[config.mk]
export PLATFORM = sky130hd
export DESIGN_NAME = color_blob_centroid_top_flat
export DESIGN_NICKNAME = d
export VERILOG_FILES = /design/src/rtl/core/cbc_pkg.sv /design/src/rtl/core/cbc_pixel_if.sv /design/src/rtl/core/cbc_result_if.sv /design/src/rtl/core/cbc_cfg_if.sv /design/src/rtl/core/cbc_front.sv /design/src/rtl/core/cbc_job_fifo.sv /design/src/rtl/core/cbc_back.sv /design/src/rtl/core/color_blob_centroid_top.sv /design/src/flat_wrapper.sv
export SDC_FILE = /design/constraint.sdc
export NUM_CORES = 1
export LEC_CHECK = 0
export BUFFER_PORTS_ARGS = -buffer_cell sky130_fd_sc_hd__clkbuf_2
export CAP_MARGIN = 20
export CORE_MARGIN = 2
export CORE_UTILIZATION = 62
export CTS_CLUSTER_DIAMETER = 60
export DETAILED_ROUTE_END_ITERATION = 8
export PLACE_DENSITY = 0.85
export REMOVE_ABC_BUFFERS = 1
export SYNTH_ARGS = -nofsm -noshare
export SYNTH_HDL_FRONTEND = slang
export SYNTH_SLANG_ARGS = --single-unit
[constraint.sdc]
create_clock -name clk -period 6.23 [get_ports clk]
set_clock_uncertainty 0.1 [all_clocks]
set_input_delay 1.246 -clock clk [delete_from_list [all_inputs] [get_ports clk]]
set_output_delay 1.246 -clock clk [all_outputs]
set_load 0.02 [all_outputs]
[src/rtl/core/cbc_pkg.sv]
// cbc_pkg: shared widths, register indexes, reset values and types for the
// red-blob centroid block. No dependencies.

package cbc_pkg;

	// field widths
	localparam int HUE_W      = 8;
	localparam int SAT_W      = 8;
	localparam int COORD_IN_W = 10;
	localparam int COUNT_W    = 21;
	localparam int SUM_W      = 31;
	localparam int COORD_W    = 11;

	// configuration port
	localparam int CFG_INDEX_W = 8;
	localparam int CFG_DATA_W  = 21;

	localparam logic [CFG_INDEX_W-1:0] REG_HUE_LOW  = 8'd0;
	localparam logic [CFG_INDEX_W-1:0] REG_HUE_HIGH = 8'd1;
	localparam logic [CFG_INDEX_W-1:0] REG_SAT      = 8'd2;
	localparam logic [CFG_INDEX_W-1:0] REG_MIN_CNT  = 8'd3;

	localparam logic [HUE_W-1:0]   HUE_LOW_RST  = 8'd3;
	localparam logic [HUE_W-1:0]   HUE_HIGH_RST = 8'd173;
	localparam logic [SAT_W-1:0]   SAT_RST      = 8'd170;
	localparam logic [COUNT_W-1:0] MIN_CNT_RST  = 21'd50;

	// saturation limits of the accumulators
	localparam logic [COUNT_W-1:0] COUNT_MAX = '1;
	localparam logic [SUM_W-1:0]   SUM_MAX   = '1;

	// frame geometry and coordinate clamp
	localparam int MAX_WIDTH  = 1024;
	localparam int MAX_HEIGHT = 1024;
	localparam int COORD_TOP  = (1 << COORD_IN_W) - 1;
	localparam int X_LIMIT    = (MAX_WIDTH - 1 > COORD_TOP) ? COORD_TOP : MAX_WIDTH - 1;
	localparam int Y_LIMIT    = (MAX_HEIGHT - 1 > COORD_TOP) ? COORD_TOP : MAX_HEIGHT - 1;

	// coordinate reported when no blob was found (-1)
	localparam logic signed [COORD_W-1:0] COORD_NONE = '1;

	// default depth of the frame job queue
	localparam int JOB_DEPTH_DEF = 2;

	typedef struct packed {
		logic [HUE_W-1:0] hue_low;
		logic [HUE_W-1:0] hue_high;
		logic [SAT_W-1:0] sat;
	} limits_t;

	typedef struct packed {
		logic [COUNT_W-1:0] count;
		logic [SUM_W-1:0]   sum_col;
		logic [SUM_W-1:0]   sum_row;
	} job_t;

endpackage

[src/rtl/core/cbc_pixel_if.sv]
// cbc_pixel_if: pixel stream channel, valid/ready with HSV and position payload.
// Depends on cbc_pkg.

interface cbc_pixel_if import cbc_pkg::*; ();
	logic                  valid;
	logic                  ready;
	logic [HUE_W-1:0]      hue;
	logic [SAT_W-1:0]      sat;
	logic [COORD_IN_W-1:0] col;
	logic [COORD_IN_W-1:0] row;
	logic                  frame_end;

	modport source(output valid, hue, sat, col, row, frame_end, input ready);
	modport sink(input valid, hue, sat, col, row, frame_end, output ready);
endinterface

[src/rtl/core/cbc_result_if.sv]
// cbc_result_if: per-frame centroid result channel, valid/ready.
// Depends on cbc_pkg.

interface cbc_result_if import cbc_pkg::*; ();
	logic                      valid;
	logic                      ready;
	logic                      found;
	logic signed [COORD_W-1:0] center_x;
	logic signed [COORD_W-1:0] center_y;

	modport source(output valid, found, center_x, center_y, input ready);
	modport sink(input valid, found, center_x, center_y, output ready);
endinterface

[src/rtl/core/cbc_cfg_if.sv]
// cbc_cfg_if: configuration write channel, register index and write data.
// Depends on cbc_pkg.

interface cbc_cfg_if import cbc_pkg::*; ();
	logic                   valid;
	logic                   ready;
	logic [CFG_INDEX_W-1:0] index;
	logic [CFG_DATA_W-1:0]  data;

	modport source(output valid, index, data, input ready);
	modport sink(input valid, index, data, output ready);
endinterface

[src/rtl/core/cbc_front.sv]
// cbc_front: classifies pixels as red and accumulates count and position sums,
// handing one job per frame to the job queue. Depends on cbc_pkg, cbc_pixel_if.

module cbc_front import cbc_pkg::*; (
	input  logic              clk,
	input  logic              arst_n,
	cbc_pixel_if.sink         pixel,
	input  limits_t           limits,
	input  logic              job_full,
	output logic              job_push,
	output job_t              job
);

	logic [COUNT_W-1:0] count_q;
	logic [SUM_W-1:0]   sum_col_q;
	logic [SUM_W-1:0]   sum_row_q;

	logic               accept;
	logic               red;
	logic [SUM_W:0]     col_add;
	logic [SUM_W:0]     row_add;
	logic [COUNT_W-1:0] count_nxt;
	logic [SUM_W-1:0]   sum_col_nxt;
	logic [SUM_W-1:0]   sum_row_nxt;

	// stall only when the job queue cannot take a frame end
	assign pixel.ready = !job_full;
	assign accept      = pixel.valid && pixel.ready;

	// red test: hue outside the band and saturation above the limit
	assign red = (pixel.hue < limits.hue_low || pixel.hue > limits.hue_high)
		&& pixel.sat > limits.sat;

	// saturating accumulate
	assign col_add = {1'b0, sum_col_q} + (SUM_W+1)'(pixel.col);
	assign row_add = {1'b0, sum_row_q} + (SUM_W+1)'(pixel.row);

	always_comb begin
		count_nxt   = count_q;
		sum_col_nxt = sum_col_q;
		sum_row_nxt = sum_row_q;
		if (red) begin
			if (count_q != COUNT_MAX) begin
				count_nxt = count_q + COUNT_W'(1);
			end
			sum_col_nxt = col_add[SUM_W] ? SUM_MAX : col_add[SUM_W-1:0];
			sum_row_nxt = row_add[SUM_W] ? SUM_MAX : row_add[SUM_W-1:0];
		end
	end

	// frame end pushes the totals including the last pixel
	assign job_push    = accept && pixel.frame_end;
	assign job.count   = count_nxt;
	assign job.sum_col = sum_col_nxt;
	assign job.sum_row = sum_row_nxt;

	always_ff @(posedge clk or negedge arst_n) begin
		if (!arst_n) begin
			count_q   <= '0;
			sum_col_q <= '0;
			sum_row_q <= '0;
		end else if (accept) begin
			if (pixel.frame_end) begin
				count_q   <= '0;
				sum_col_q <= '0;
				sum_row_q <= '0;
			end else begin
				count_q   <= count_nxt;
				sum_col_q <= sum_col_nxt;
				sum_row_q <= sum_row_nxt;
			end
		end
	end

endmodule

[src/rtl/core/cbc_job_fifo.sv]
// cbc_job_fifo: short queue of per-frame jobs between front and back.
// Depends on cbc_pkg.

module cbc_job_fifo import cbc_pkg::*; #(
	parameter int DEPTH = JOB_DEPTH_DEF
) (
	input  logic clk,
	input  logic arst_n,
	input  logic push,
	input  job_t push_job,
	input  logic pop,
	output job_t pop_job,
	output logic full,
	output logic empty
);

	localparam int PTR_W = (DEPTH > 1) ? $clog2(DEPTH) : 1;
	localparam int CNT_W = $clog2(DEPTH + 1);

	job_t             mem_q [DEPTH];
	logic [PTR_W-1:0] wr_ptr_q;
	logic [PTR_W-1:0] rd_ptr_q;
	logic [CNT_W-1:0] fill_q;
	logic             do_push;
	logic             do_pop;

	assign full    = (fill_q == CNT_W'(DEPTH));
	assign empty   = (fill_q == '0);
	assign do_push = push && !full;
	assign do_pop  = pop && !empty;
	assign pop_job = mem_q[rd_ptr_q];

	// storage
	always_ff @(posedge clk) begin
		if (do_push) begin
			mem_q[wr_ptr_q] <= push_job;
		end
	end

	// pointers and fill level
	always_ff @(posedge clk or negedge arst_n) begin
		if (!arst_n) begin
			wr_ptr_q <= '0;
			rd_ptr_q <= '0;
			fill_q   <= '0;
		end else begin
			if (do_push) begin
				wr_ptr_q <= (wr_ptr_q == PTR_W'(DEPTH - 1)) ? '0 : wr_ptr_q + PTR_W'(1);
			end
			if (do_pop) begin
				rd_ptr_q <= (rd_ptr_q == PTR_W'(DEPTH - 1)) ? '0 : rd_ptr_q + PTR_W'(1);
			end
			if (do_push && !do_pop) begin
				fill_q <= fill_q + CNT_W'(1);
			end else if (do_pop && !do_push) begin
				fill_q <= fill_q - CNT_W'(1);
			end
		end
	end

endmodule

[src/rtl/core/cbc_back.sv]
// cbc_back: takes frame jobs, divides both sums by the count one quotient bit
// per cycle, clamps and registers the result. Depends on cbc_pkg, cbc_result_if.

module cbc_back import cbc_pkg::*; (
	input  logic               clk,
	input  logic               arst_n,
	input  logic [COUNT_W-1:0] min_count,
	input  logic               job_empty,
	input  job_t               job,
	output logic               job_pop,
	cbc_result_if.source       result
);

	localparam int STEP_W = $clog2(SUM_W);

	localparam logic [1:0] ST_IDLE = 2'd0;
	localparam logic [1:0] ST_DIV  = 2'd1;
	localparam logic [1:0] ST_DONE = 2'd2;

	logic [1:0]          state_q;
	logic [STEP_W-1:0]   step_q;
	logic                found_q;
	logic [COUNT_W-1:0]  divisor_q;
	logic [SUM_W-1:0]    quo_col_q;
	logic [SUM_W-1:0]    quo_row_q;
	logic [COUNT_W-1:0]  rem_col_q;
	logic [COUNT_W-1:0]  rem_row_q;

	logic                out_valid_q;
	logic                out_found_q;
	logic [COORD_W-1:0]  out_x_q;
	logic [COORD_W-1:0]  out_y_q;

	logic                job_found;
	logic                out_free;
	logic [COUNT_W:0]    trial_col;
	logic [COUNT_W:0]    trial_row;
	logic                ge_col;
	logic                ge_row;
	logic [COUNT_W:0]    diff_col;
	logic [COUNT_W:0]    diff_row;
	logic [COORD_W-1:0]  clamp_x;
	logic [COORD_W-1:0]  clamp_y;

	// a frame is found only with a nonzero count that reaches min_count
	assign job_found = (job.count != '0) && (job.count >= min_count);
	assign job_pop   = (state_q == ST_IDLE) && !job_empty;
	assign out_free  = !out_valid_q || result.ready;

	// restoring division step for both coordinates
	assign trial_col = {rem_col_q, quo_col_q[SUM_W-1]};
	assign trial_row = {rem_row_q, quo_row_q[SUM_W-1]};
	assign ge_col    = trial_col >= {1'b0, divisor_q};
	assign ge_row    = trial_row >= {1'b0, divisor_q};
	assign diff_col  = trial_col - {1'b0, divisor_q};
	assign diff_row  = trial_row - {1'b0, divisor_q};

	// clamp quotients to the frame limits
	assign clamp_x = (quo_col_q > SUM_W'(X_LIMIT)) ? COORD_W'(X_LIMIT)
		: {1'b0, quo_col_q[COORD_IN_W-1:0]};
	assign clamp_y = (quo_row_q > SUM_W'(Y_LIMIT)) ? COORD_W'(Y_LIMIT)
		: {1'b0, quo_row_q[COORD_IN_W-1:0]};

	// sequencer and divider datapath
	always_ff @(posedge clk or negedge arst_n) begin
		if (!arst_n) begin
			state_q <= ST_IDLE;
			step_q  <= '0;
		end else begin
			unique case (state_q)
				ST_IDLE: begin
					if (!job_empty) begin
						step_q  <= '0;
						state_q <= job_found ? ST_DIV : ST_DONE;
					end
				end
				ST_DIV: begin
					step_q <= step_q + STEP_W'(1);
					if (step_q == STEP_W'(SUM_W - 1)) begin
						state_q <= ST_DONE;
					end
				end
				ST_DONE: begin
					if (out_free) begin
						state_q <= ST_IDLE;
					end
				end
				default: begin
					state_q <= ST_IDLE;
				end
			endcase
		end
	end

	always_ff @(posedge clk) begin
		if (job_pop) begin
			found_q   <= job_found;
			divisor_q <= job.count;
			quo_col_q <= job.sum_col;
			quo_row_q <= job.sum_row;
			rem_col_q <= '0;
			rem_row_q <= '0;
		end else if (state_q == ST_DIV) begin
			quo_col_q <= {quo_col_q[SUM_W-2:0], ge_col};
			quo_row_q <= {quo_row_q[SUM_W-2:0], ge_row};
			rem_col_q <= ge_col ? diff_col[COUNT_W-1:0] : trial_col[COUNT_W-1:0];
			rem_row_q <= ge_row ? diff_row[COUNT_W-1:0] : trial_row[COUNT_W-1:0];
		end
	end

	// output register, holds until the transaction completes
	always_ff @(posedge clk or negedge arst_n) begin
		if (!arst_n) begin
			out_valid_q <= 1'b0;
		end else if (state_q == ST_DONE && out_free) begin
			out_valid_q <= 1'b1;
		end else if (result.ready) begin
			out_valid_q <= 1'b0;
		end
	end

	always_ff @(posedge clk) begin
		if (state_q == ST_DONE && out_free) begin
			out_found_q <= found_q;
			out_x_q     <= found_q ? clamp_x : COORD_NONE;
			out_y_q     <= found_q ? clamp_y : COORD_NONE;
		end
	end

	assign result.valid    = out_valid_q;
	assign result.found    = out_found_q;
	assign result.center_x = out_x_q;
	assign result.center_y = out_y_q;

endmodule

[src/rtl/core/color_blob_centroid_top.sv]
// color_blob_centroid_top: red-blob centroid over an HSV pixel stream.
// Depends on cbc_pkg, the channel interfaces, cbc_front, cbc_job_fifo, cbc_back.

// Pixels are taken one per clock. Each pixel is tested against the hue band
// and saturation limit and folded into saturating count and position sums;
// the pixel marked frame_end closes the frame and its totals go into a job
// queue of JOB_DEPTH entries. The back end divides both sums by the count
// with a restoring divider that makes one quotient bit per cycle; a not-found
// frame skips the divide. One result per frame appears on the result channel.
// The pixel channel drops ready only while the job queue is full, which
// happens when frame ends arrive faster than one per divide or while the
// result channel holds off a waiting result.
module color_blob_centroid_top import cbc_pkg::*; #(
	parameter int JOB_DEPTH = JOB_DEPTH_DEF
) (
	input  logic          clk,
	input  logic          arst_n,
	cbc_pixel_if.sink     pixel,
	cbc_result_if.source  result,
	cbc_cfg_if.sink       cfg
);

	logic [HUE_W-1:0]   hue_low_q;
	logic [HUE_W-1:0]   hue_high_q;
	logic [SAT_W-1:0]   sat_q;
	logic [COUNT_W-1:0] min_count_q;

	limits_t limits;
	job_t    push_job;
	job_t    pop_job;
	logic    job_push;
	logic    job_pop;
	logic    job_full;
	logic    job_empty;

	// configuration registers
	assign cfg.ready = 1'b1;

	always_ff @(posedge clk or negedge arst_n) begin
		if (!arst_n) begin
			hue_low_q   <= HUE_LOW_RST;
			hue_high_q  <= HUE_HIGH_RST;
			sat_q       <= SAT_RST;
			min_count_q <= MIN_CNT_RST;
		end else if (cfg.valid) begin
			unique case (cfg.index)
				REG_HUE_LOW:  hue_low_q   <= cfg.data[HUE_W-1:0];
				REG_HUE_HIGH: hue_high_q  <= cfg.data[HUE_W-1:0];
				REG_SAT:      sat_q       <= cfg.data[SAT_W-1:0];
				REG_MIN_CNT:  min_count_q <= cfg.data[COUNT_W-1:0];
				default: ;
			endcase
		end
	end

	assign limits.hue_low  = hue_low_q;
	assign limits.hue_high = hue_high_q;
	assign limits.sat      = sat_q;

	// pixel classification and accumulation
	cbc_front u_front (
		.clk      (clk),
		.arst_n   (arst_n),
		.pixel    (pixel),
		.limits   (limits),
		.job_full (job_full),
		.job_push (job_push),
		.job      (push_job)
	);

	// per-frame job queue
	cbc_job_fifo #(
		.DEPTH (JOB_DEPTH)
	) u_job_fifo (
		.clk      (clk),
		.arst_n   (arst_n),
		.push     (job_push),
		.push_job (push_job),
		.pop      (job_pop),
		.pop_job  (pop_job),
		.full     (job_full),
		.empty    (job_empty)
	);

	// divide, clamp and report
	cbc_back u_back (
		.clk       (clk),
		.arst_n    (arst_n),
		.min_count (min_count_q),
		.job_empty (job_empty),
		.job       (pop_job),
		.job_pop   (job_pop),
		.result    (result)
	);

	// a found centroid lies inside the clamped frame
	a_found_in_range: assert property (@(posedge clk) disable iff (!arst_n)
		result.valid && result.found |->
			!result.center_x[COORD_W-1] && !result.center_y[COORD_W-1]
			&& result.center_x[COORD_IN_W-1:0] <= COORD_IN_W'(X_LIMIT)
			&& result.center_y[COORD_IN_W-1:0] <= COORD_IN_W'(Y_LIMIT))
		else $error("found centroid outside frame limits");

	// not found reports -1 on both coordinates
	a_not_found_none: assert property (@(posedge clk) disable iff (!arst_n)
		result.valid && !result.found |->
			result.center_x == COORD_NONE && result.center_y == COORD_NONE)
		else $error("not-found result without -1 coordinates");

	// a frame end is never accepted while the queue is full
	a_no_push_full: assert property (@(posedge clk) disable iff (!arst_n)
		job_push |-> !job_full)
		else $error("frame job pushed into a full queue");

endmodule
[src/flat_wrapper.sv]
// flat-port wrapper written by rule: the top's interface ports become plain ports
module color_blob_centroid_top_flat import cbc_pkg::*;
#(
	parameter int JOB_DEPTH = JOB_DEPTH_DEF
)
  (clk, arst_n, pixel_valid, pixel_hue, pixel_sat, pixel_col, pixel_row, pixel_frame_end, pixel_ready, result_valid, result_found, result_center_x, result_center_y, result_ready, cfg_valid, cfg_index, cfg_data, cfg_ready);
  cbc_pixel_if pixel_i ();
  cbc_result_if result_i ();
  cbc_cfg_if cfg_i ();
  input  logic clk;
  input  logic arst_n;
  input wire logic [$bits(pixel_i.valid)-1:0] pixel_valid;
  input wire logic [$bits(pixel_i.hue)-1:0] pixel_hue;
  input wire logic [$bits(pixel_i.sat)-1:0] pixel_sat;
  input wire logic [$bits(pixel_i.col)-1:0] pixel_col;
  input wire logic [$bits(pixel_i.row)-1:0] pixel_row;
  input wire logic [$bits(pixel_i.frame_end)-1:0] pixel_frame_end;
  output wire logic [$bits(pixel_i.ready)-1:0] pixel_ready;
  output wire logic [$bits(result_i.valid)-1:0] result_valid;
  output wire logic [$bits(result_i.found)-1:0] result_found;
  output wire logic [$bits(result_i.center_x)-1:0] result_center_x;
  output wire logic [$bits(result_i.center_y)-1:0] result_center_y;
  input wire logic [$bits(result_i.ready)-1:0] result_ready;
  input wire logic [$bits(cfg_i.valid)-1:0] cfg_valid;
  input wire logic [$bits(cfg_i.index)-1:0] cfg_index;
  input wire logic [$bits(cfg_i.data)-1:0] cfg_data;
  output wire logic [$bits(cfg_i.ready)-1:0] cfg_ready;
  assign pixel_i.valid = pixel_valid;
  assign pixel_i.hue = pixel_hue;
  assign pixel_i.sat = pixel_sat;
  assign pixel_i.col = pixel_col;
  assign pixel_i.row = pixel_row;
  assign pixel_i.frame_end = pixel_frame_end;
  assign pixel_ready = pixel_i.ready;
  assign result_valid = result_i.valid;
  assign result_found = result_i.found;
  assign result_center_x = result_i.center_x;
  assign result_center_y = result_i.center_y;
  assign result_i.ready = result_ready;
  assign cfg_i.valid = cfg_valid;
  assign cfg_i.index = cfg_index;
  assign cfg_i.data = cfg_data;
  assign cfg_ready = cfg_i.ready;
  color_blob_centroid_top #(.JOB_DEPTH(JOB_DEPTH)) u_core (.clk(clk), .arst_n(arst_n), .pixel(pixel_i), .result(result_i), .cfg(cfg_i));
endmodule
After elaboration in Yosys (flattened, before gate mapping)
Memory sizes are Yosys's and may differ from the RTL's. Cells that the tools add are included.

$add $sub $neg: 10. Order comparisons: 8. Eq/ne operators: 11. Mux-type cells: 30. Bitwise logic cells: 1. Reductions and logical operators: 33.

Operator list (number): $mux 31 (10); $mux 21 (5); $add 31x10->32 (2); $gt 31x10->1 const B (2); $ge 22x21->1 (2); $sub 21x21->21 (2); $add 21x1->21 const B (1); $ge 21x21->1 (1); $ne 21x21->1 const B (1); $reduce_bool 21->1 (1); $eq 8x2->1 const B (2); $gt 8x8->1 (2); $mux 2 (6); $logic_and 1x1->1 (10); $pmux 5 s2 (1); $reduce_and 2->1 (5); $eq 8x1->1 const B (1); $logic_not 8->1 (1); $lt 8x8->1 (1); $reduce_bool 2->1 (4); $mux 1 (6); $ne 2x2->1 const B (3); $pmux 2 s3 (1); $add 5x1->5 const B (1); other kinds (13) (22).

Register bits: 289. RAM bits: 166. Bits of input ports: 71. Output and inout bits: 26. Logic and storage cells: 118. Memories: 1.

Memories: u_core.u_job_fifo.mem_q (depth 2, bits a word 83, read ports 1, clocked after Yosys merged registers in 0, wr ports 1, RTL line cbc_job_fifo.sv:20) `job_t mem_q [DEPTH];`.

Longest topological paths before layout
Gate-level depths: netlist of run 1.

Depth in word-level cells: 9. Mapped depth: 12. Depth with buffers taken out: 11.

Hierarchy
A second synthesis of run 1 with hierarchy kept.

Cell total of the unflattened synthesis: 2244. Area total of the unflattened synthesis: 24541.0 um2.

By module, submodules not included: cbc_back (times used 1, cells an instance 966, area an instance 9061.2 um2, seq. area each 4224.1 um2); cbc_front (times used 1, cells an instance 899, area an instance 7201.9 um2, seq. area each 2077.0 um2); cbc_job_fifo (times used 1, cells an instance 277, area an instance 6429.9 um2, seq. area each 5084.9 um2); color_blob_centroid_top (times used 1, cells an instance 102, area an instance 1848.0 um2, seq. area each 1143.6 um2).

Least setup slack after synthesis of run 1
OpenSTA, ideal clock, no wires.

Path type: input port to flip-flop. Start: input port pixel_valid. End: memory u_core.u_job_fifo.mem_q[0][0] (netlist bit), enable pin. Setup time: 0.525 ns. Arrival: 5.384 ns. Required time: 5.605 ns. Slack: 0.221 ns. Cell stages on the path: 5. Buffers on the path: 2. Cells stage by stage: and2_1 > clkbuf_1 > nand2_1 > clkbuf_1 > nor2_1.

Word-level cells in the longest chain between the ends: 5.

Ends and longest elaborated chain: start: declaration (RTL line flat_wrapper.sv:12) `input wire logic [$bits(pixel_i.valid)-1:0] pixel_valid;`; $logic_and 1x1->1 (RTL line cbc_front.sv:28) `assign accept = pixel.valid && pixel.ready;`; $logic_and 1x1->1 (RTL line cbc_front.sv:52) `assign job_push = accept && pixel.frame_end;`; $logic_and 1x1->1 (RTL line cbc_job_fifo.sv:29) `assign do_push = push && !full;`; $mux 1 (RTL line cbc_job_fifo.sv:35) `if (do_push) begin`; $mux 1 (implied by the code) (RTL line cbc_job_fifo.sv:36) `mem_q[wr_ptr_q] <= push_job;`; end: declaration (RTL line cbc_job_fifo.sv:20).

Every way passes these cells.

==> impl_metrics.csv, run 1 <==
group,metric,value,unit
grt,grt_max_degree,92,
place,hpwl,37.4,mm
sta,rsz0062_at_grt,"false",
worst_hold_path,min_path_type,"reg2reg",
outcome,outcome,"finished clean",
routing,wl_per_cell,20.1,µm
power,p_per_area,466,mW/mm²
layout,n_antenna_cell,0,
setup_path,start_kind,"input pin",
sta,finalCriticalPeriod,4.46,ns
setup_path,critPathMaxFanout,25,
grt,antenna_found_initial,0,
sta,fmax,224,MHz
die,dieArea,0.0399,mm²
synthesis,yosysSeqAreaShare,52.7,%
routing,firstDrtPassIters,5,
sta,drv_slew,0,
routing,num_vias,17600,
place,port_buffers,95,
grt,grt_pass1_wl,88.4,mm
routing,viasPerCell,6.37,
die,die_w,200,µm
power,power_leakage,10.8,nW
grt,grt_pass1_vias,17200,
grt,grtUsageTotal,28.1,%
die,rows,71,
die,die_h,200,µm
synthesis,yosys-top-cells-area,"edfxtp_1, dfrtp_1, ha_1",
clock_network,cts-buffers-inserted,48,
clock_network,worst_skew_pair.late_latency,0.59,ns
synthesis,avgSynthCellArea,11.1,µm²
die,coreArea,0.0378,mm²
clock_network,post_cts_buffers,0,
place,dp_cells,2671,
synthesis,synthArstFlopShare,30.8,%
place,dp_slack,1.21,ns
setup_path,worst-setup-path-type,"in2reg",
layout,stdcell_count,2763,
grt,grt_overflow,0,
power,p_total,12.2,mW
setup_path,r2r_slack,2.00,ns
sta,setup_violations,0,
routing,wl,55.6,mm
sta,worst_pin_slew,1.08,ns
flow_run,drv_cap,0,
synthesis,ys.flop_type,"edfxtp_1",
power,ir_drop,244,µV
routing,drc,0,
setup_path,cp-end-kind,"register",
synthesis,ys_types,97,
synthesis,yosysWarnings,0,
layout,layout-drive-gt1-share,13.8,%
sta,max_slew_margin,28.2,%
sta,fin_ws,1.77,ns
die,io-pin-count,97,
synthesis,synth_area,0.0238,mm²
synthesis,synth_largest_area_cell,"edfxtp_1",
place,place.gp.congestion,0.919,
synthesis,synthCells,2151,
die,start_util,63.0,%
clock_network,clk_pin_slew_worst_paths,0.06,ns
clock_network,cts-root-buf,"clkbuf_16",
clock_network,ctsHoldBuffers,0,
clock_network,cts_tree,"built",
synthesis,ys_ff_latch,454,
sta,finalHoldViolations,0,
clock_network,cts.sinks,454,
setup_path,cp.arrival,4.69,ns
clock_network,clock_path_buffers,3,
synthesis,synth_top_area_share,34.4,%
layout,layout.nets,2398,
sta,period_share,71.6,%
setup_path,crit_required,6.46,ns
routing,drtIter0Drc,1642,
sta,fin_hold_ws,0.353,ns
synthesis,synth_edf_count,272,
clock_network,htreeDepth,2,
routing,drtAntennaViolNets,0,
layout,syn_to_final_growth,10.4,%
clock_network,post_cts_resized,0,
## cell type report
class / count / area, µm²
well taps: 511 / 639
repair buffers: 118 / 682
clock buffers: 60 / 1270
inverters: 96 / 360
clock inverters: 29 / 293
fillers: 2564 / 11500
multi-input cells: 1495 / 10500
flip-flops and latches: 454 / 12500
## worst paths after layout
check	from	to	cells after the start
worst max-delay path	pixel_hue[3]	u_core.u_job_fifo.mem_q[1][59]$_DFFE_PP_	10
worst min-delay path	u_core.u_back.found_q$_DFFE_PP_	u_core.u_back.result.found$_DFFE_PP_	0
min in group asynchronous	arst_n	u_core.hue_low_q[2]$_DFFE_PN0P_	1
worst max register to register	u_core.hue_high_q[3]$_DFFE_PN1P_	u_core.u_job_fifo.mem_q[1][59]$_DFFE_PP_	10
max in group asynchronous	arst_n	u_core.u_front.count_q[14]$_DFFE_PN0P_	2
worst min register to register	u_core.u_back.found_q$_DFFE_PP_	u_core.u_back.result.found$_DFFE_PP_	0
## power by group
part / switching (mW) / internal [mW] / leakage [nW] / total, mW
sequential: 0.516 / 4.19 / 4.71 / 4.71
clock: 1.20 / 1.66 / 0.761 / 2.85
combinational: 2.87 / 1.81 / 5.35 / 4.68
total: 4.59 / 7.66 / 10.8 / 12.2
## per-stage QoR
| stage | utilization [%] | cell area, µm² | TNS, ns |
|---|---|---|---|
| after floorplan | - | 23300 | -856.40 |
| after global placement | 65.3 | 24600 | 0 |
| after detailed placement | 65.3 | 24600 | 0 |
| after CTS | 69.4 | 26200 | 0 |
| after global routing | 69.5 | 26200 | 0 |
| final | 69.5 | 26200 | 0 |
## critical path: stages
cell and delay [ns]:
clkbuf_2 0.10, ha_1 0.30, a21o_1 0.17, a21oi_1 0.15, a21oi_1 0.10, o22ai_2 0.58
a21o_1 0.80, or2_1 0.78, nand2_1 0.13, mux2_2 0.30
## flip-flops by register name (all words and copies together) (netlist names), 10 cells and up
signal and count:
u_core.u_back.result.center_x 11, u_core.u_back.divisor_q 21, u_core.u_back.result.center_y 10, u_core.u_front.sum_col_q 31, u_core.u_back.quo_col_q 31, u_core.min_count_q 21, u_core.u_back.quo_row_q 31, u_core.u_front.count_q 21
u_core.u_back.rem_row_q 21, u_core.u_front.sum_row_q 31, u_core.u_job_fifo.mem_q 166, u_core.u_back.rem_col_q 21
## synth_stat cells (16+ instances only)
library cell	number
dfrtp_1	126
inv_1	94
o21ai_0	185
ha_1	110
edfxtp_1	272
nor4_1	18
xnor2_1	56
and3_1	34
o21a_1	16
nor2_1	88
a41oi_1	21
nand4_1	25
a31oi_1	23
a21oi_1	103
nand2b_1	35
buf_2	19
clkbuf_1	66
mux2_2	62
nor2b_1	22
nand3_1	50
mux2i_1	76
a21o_1	39
nor3_1	39
dfxtp_1	42
xor2_1	38
nand2_1	206
and2_1	22
and4_1	16
## cell families (layout without fill, tap and decap cells)
kind of cell    Yosys count  after routing  synth area share, %
flops                   454            454                 52.7
compound gates          546            546                 15.0
mux                     139            139                 6.19
simple gates            601            601                 13.0
fa+ha+maj               114            114                 6.13
buf+inv                 202            303                 3.46
other cells               1              1               0.0158
xor+xnor                 94             94                 3.46
## layer usage
| layer | GRT usage [%] | share of wire [%] | routed length, µm | up-vias |
|---|---|---|---|---|
| met5 | 0 | 0 | 0 | - |
| met4 | 10.2 | 3.1 | 1720 | 0 |
| met3 | 5.07 | 7.4 | 4110 | 156 |
| met2 | 46.2 | 48 | 26800 | 738 |
| met1 | 37.9 | 41 | 23000 | 8571 |
| li1 | - | - | - | 8130 |
## placed cells by master (no fill, tap or decap), types with 15 or more instances in the layout
master	netlist	final
a31oi_1	23	23
edfxtp_1	272	272
nand3_1	50	50
clkbuf_16	0	49
a21o_1	39	39
o21ai_0	185	184
mux2_2	62	62
ha_1	110	110
nand2b_1	35	35
nor3_1	39	39
a21oi_1	103	102
nor2_1	88	85
nor2b_1	22	21
and2_1	22	20
nand4_1	25	25
clkbuf_2	0	94
a41oi_1	21	21
nand2_1	206	206
a211oi_1	15	15
dfrtp_1	126	125
dfxtp_1	42	42
nor4_1	18	16
xor2_1	38	38
mux2i_1	76	76
o31ai_1	15	15
inv_1	94	93
buf_4	9	19
and4_1	16	16
o21a_1	16	16
xnor2_1	56	56
and3_1	34	34
(Power assumes the default switching activity.)
==> run 2: changes to the inputs <==
==> constraint.sdc (replaced) <==
create_clock -name clk -period 4.6 [get_ports clk]
set_clock_uncertainty 0.1 [all_clocks]
set_input_delay 0.92 -clock clk [delete_from_list [all_inputs] [get_ports clk]]
set_output_delay 0.92 -clock clk [all_outputs]
set_load 0.02 [all_outputs]
==> run 2 against run 1 <==
Compared with the run above:
- flip-flop and latch count stayed put
- critical path depth grew 1
- hold slack got worse by 0.017 ns
- final area up 0.44%
- via count up 0.35%
- combinational power is 39% higher
- critical endpoint is now u_core.u_back.rem_col_q[1]$_SDFFE_PP0P_
==> impl_metrics.csv, run 2 (synthesized netlist as in run 1, its figures left out) <==
group,metric,value,unit
place,port_buffers,95,
sta,finalHoldViolations,0,
die,dieArea,0.0399,mm²
sta,fin_ws,0.949,ns
clock_network,clock_path_buffers,3,
layout,layout-drive-gt1-share,14.3,%
setup_path,cp-end-kind,"register",
sta,drv_slew,0,
clock_network,cts_tree,"built",
routing,wl,56.8,mm
clock_network,cts.sinks,454,
layout,layout_commonest_cell,"edfxtp_1",
die,die_w,200,µm
layout,largest_reg_flops,166,
clock_network,post_cts_resized,0,
setup_path,start_kind,"register",
routing,viasPerCell,6.36,
routing,drc,0,
layout,layout.nets,2412,
layout,n_antenna_cell,0,
routing,num_vias,17700,
setup_path,critPathMaxFanout,28,
grt,grt_pass1_vias,17300,
power,ir_drop,360,µV
routing,wl_per_cell,20.5,µm
sta,finalCriticalPeriod,3.65,ns
layout,stdcell_count,2776,
clock_network,post_cts_buffers,0,
die,rows,71,
sta,finalSetupTns,0,ns
power,p_per_area,635,mW/mm²
clock_network,cts-root-buf,"clkbuf_16",
sta,max_slew_margin,27.2,%
layout,regMostFlops,"u_core.u_job_fifo.mem_q",
power,power_leakage,10.9,nW
routing,firstDrtPassIters,8,
grt,grtUsageTotal,28.7,%
sta,period_share,79.4,%
grt,antenna_found_initial,0,
power,p_total,16.7,mW
die,die_h,200,µm
setup_path,worst-setup-path-type,"reg2reg",
layout,syn_to_final_growth,10.9,%
setup_path,cp.arrival,4.06,ns
sta,fmax,274,MHz
die,io-pin-count,97,
setup_path,crit_required,5.01,ns
sta,worst_pin_slew,1.08,ns
place,place.gp.congestion,0.931,
clock_network,cts-buffers-inserted,48,
routing,drtAntennaViolNets,0,
grt,grt_overflow,0,
grt,grt_pass1_wl,90.0,mm
routing,drtIter0Drc,1731,
flow_run,drv_cap,0,
sta,rsz0062_at_grt,"false",
place,dp_slack,0.663,ns
clock_network,worst_skew_pair.late_latency,0.58,ns
clock_network,clk_pin_slew_worst_paths,0.06,ns
grt,grt_max_degree,94,
sta,setup_violations,0,
die,coreArea,0.0378,mm²
outcome,outcome,"finished clean",
place,dp_cells,2687,
die,start_util,63.0,%
layout,mostFrequentLayoutCells,"edfxtp_1, nand2_1, o21ai_0",
clock_network,htreeDepth,2,
worst_hold_path,min_path_type,"in2async",
place,hpwl,38.2,mm
clock_network,ctsHoldBuffers,0,
==> run 2: cell types whose count changed in the layout (fill, tap and decap cells not counted) <==
cell and change:
bufinv_16 +1, clkinv_8 -1, clkbuf_4 -1, clkbuf_1 +5, buf_12 -1, clkinv_4 +1, inv_6 -2, inv_4 -1
clkbuf_8 +3, buf_4 +17, clkinv_1 -5, buf_8 -1, clkinv_2 -2
==> run 2: critical path, stage by stage (launching register included) <==
cell and delay, ns:
edfxtp_1 0.50, inv_1 0.13, ha_1 0.19, fa_1 0.21
nor2b_1 0.07, o31a_1 0.28, o211ai_2 0.25, a311oi_1 0.18
o31a_1 0.31, o22ai_4 0.78, mux2_2 0.43, o21ai_0 0.13
==> run 2: routing by layer <==
metal | vias to the layer above | GRT usage, % | share of wire [%]
li1 | 8152 | - | -
met1 | 8629 | 39.0 | 41
met2 | 743 | 47.4 | 48
met3 | 133 | 4.44 | 7.6
met4 | 0 | 10.3 | 3.0
met5 | - | 0 | 0
==> run 2: final cells by class <==
cell class,instances,area [µm²]
fill,2640,11400
timing repair buffer,132,767
sequential,454,12500
inverter,96,360
clock buffer,68,1330
multi-input combinational,1495,10500
clock inverter,20,263
tap,511,639
==> run 2: path summary, 6_finish.rpt <==
path / endpoint / slack, ns / from / cells past startpoint
worst min register to register: u_core.u_back.rem_col_q[3]$_SDFFE_PP0P_ / 0.38 / u_core.u_back.rem_col_q[3]$_SDFFE_PP0P_ / 2
worst min-delay path: u_core.hue_low_q[7]$_DFFE_PN0P_ / 0.34 / arst_n / 1
worst max register to register: u_core.u_back.rem_col_q[1]$_SDFFE_PP0P_ / 0.95 / u_core.u_back.quo_col_q[30]$_DFFE_PP_ / 11
max in group asynchronous: u_core.u_job_fifo.rd_ptr_q$_DFFE_PN0P_ / 3.03 / arst_n / 2
min in group clk: u_core.u_back.rem_col_q[3]$_SDFFE_PP0P_ / 0.38 / u_core.u_back.rem_col_q[3]$_SDFFE_PP0P_ / 2
worst max-delay path: u_core.u_back.rem_col_q[1]$_SDFFE_PP0P_ / 0.95 / u_core.u_back.quo_col_q[30]$_DFFE_PP_ / 11
==> run 2: per-stage QoR <==
stage | hold slack [ns] | cell area, µm² | util [%]
after floorplan | 0.326 | 23300 | -
after global placement | 0.344 | 24800 | 65.6
after detailed placement | 0.363 | 24800 | 65.6
after CTS | 0.371 | 26300 | 69.8
after global routing | 0.400 | 26400 | 69.8
final | 0.337 | 26400 | 69.8
==> run 2: power by group <==
part | switching, mW | total [mW] | internal (mW)
Clock | 1.59 | 3.94 | 2.35
Sequential | 0.623 | 6.30 | 5.67
Combinational | 4.03 | 6.51 | 2.47
Total | 6.25 | 16.7 | 10.5
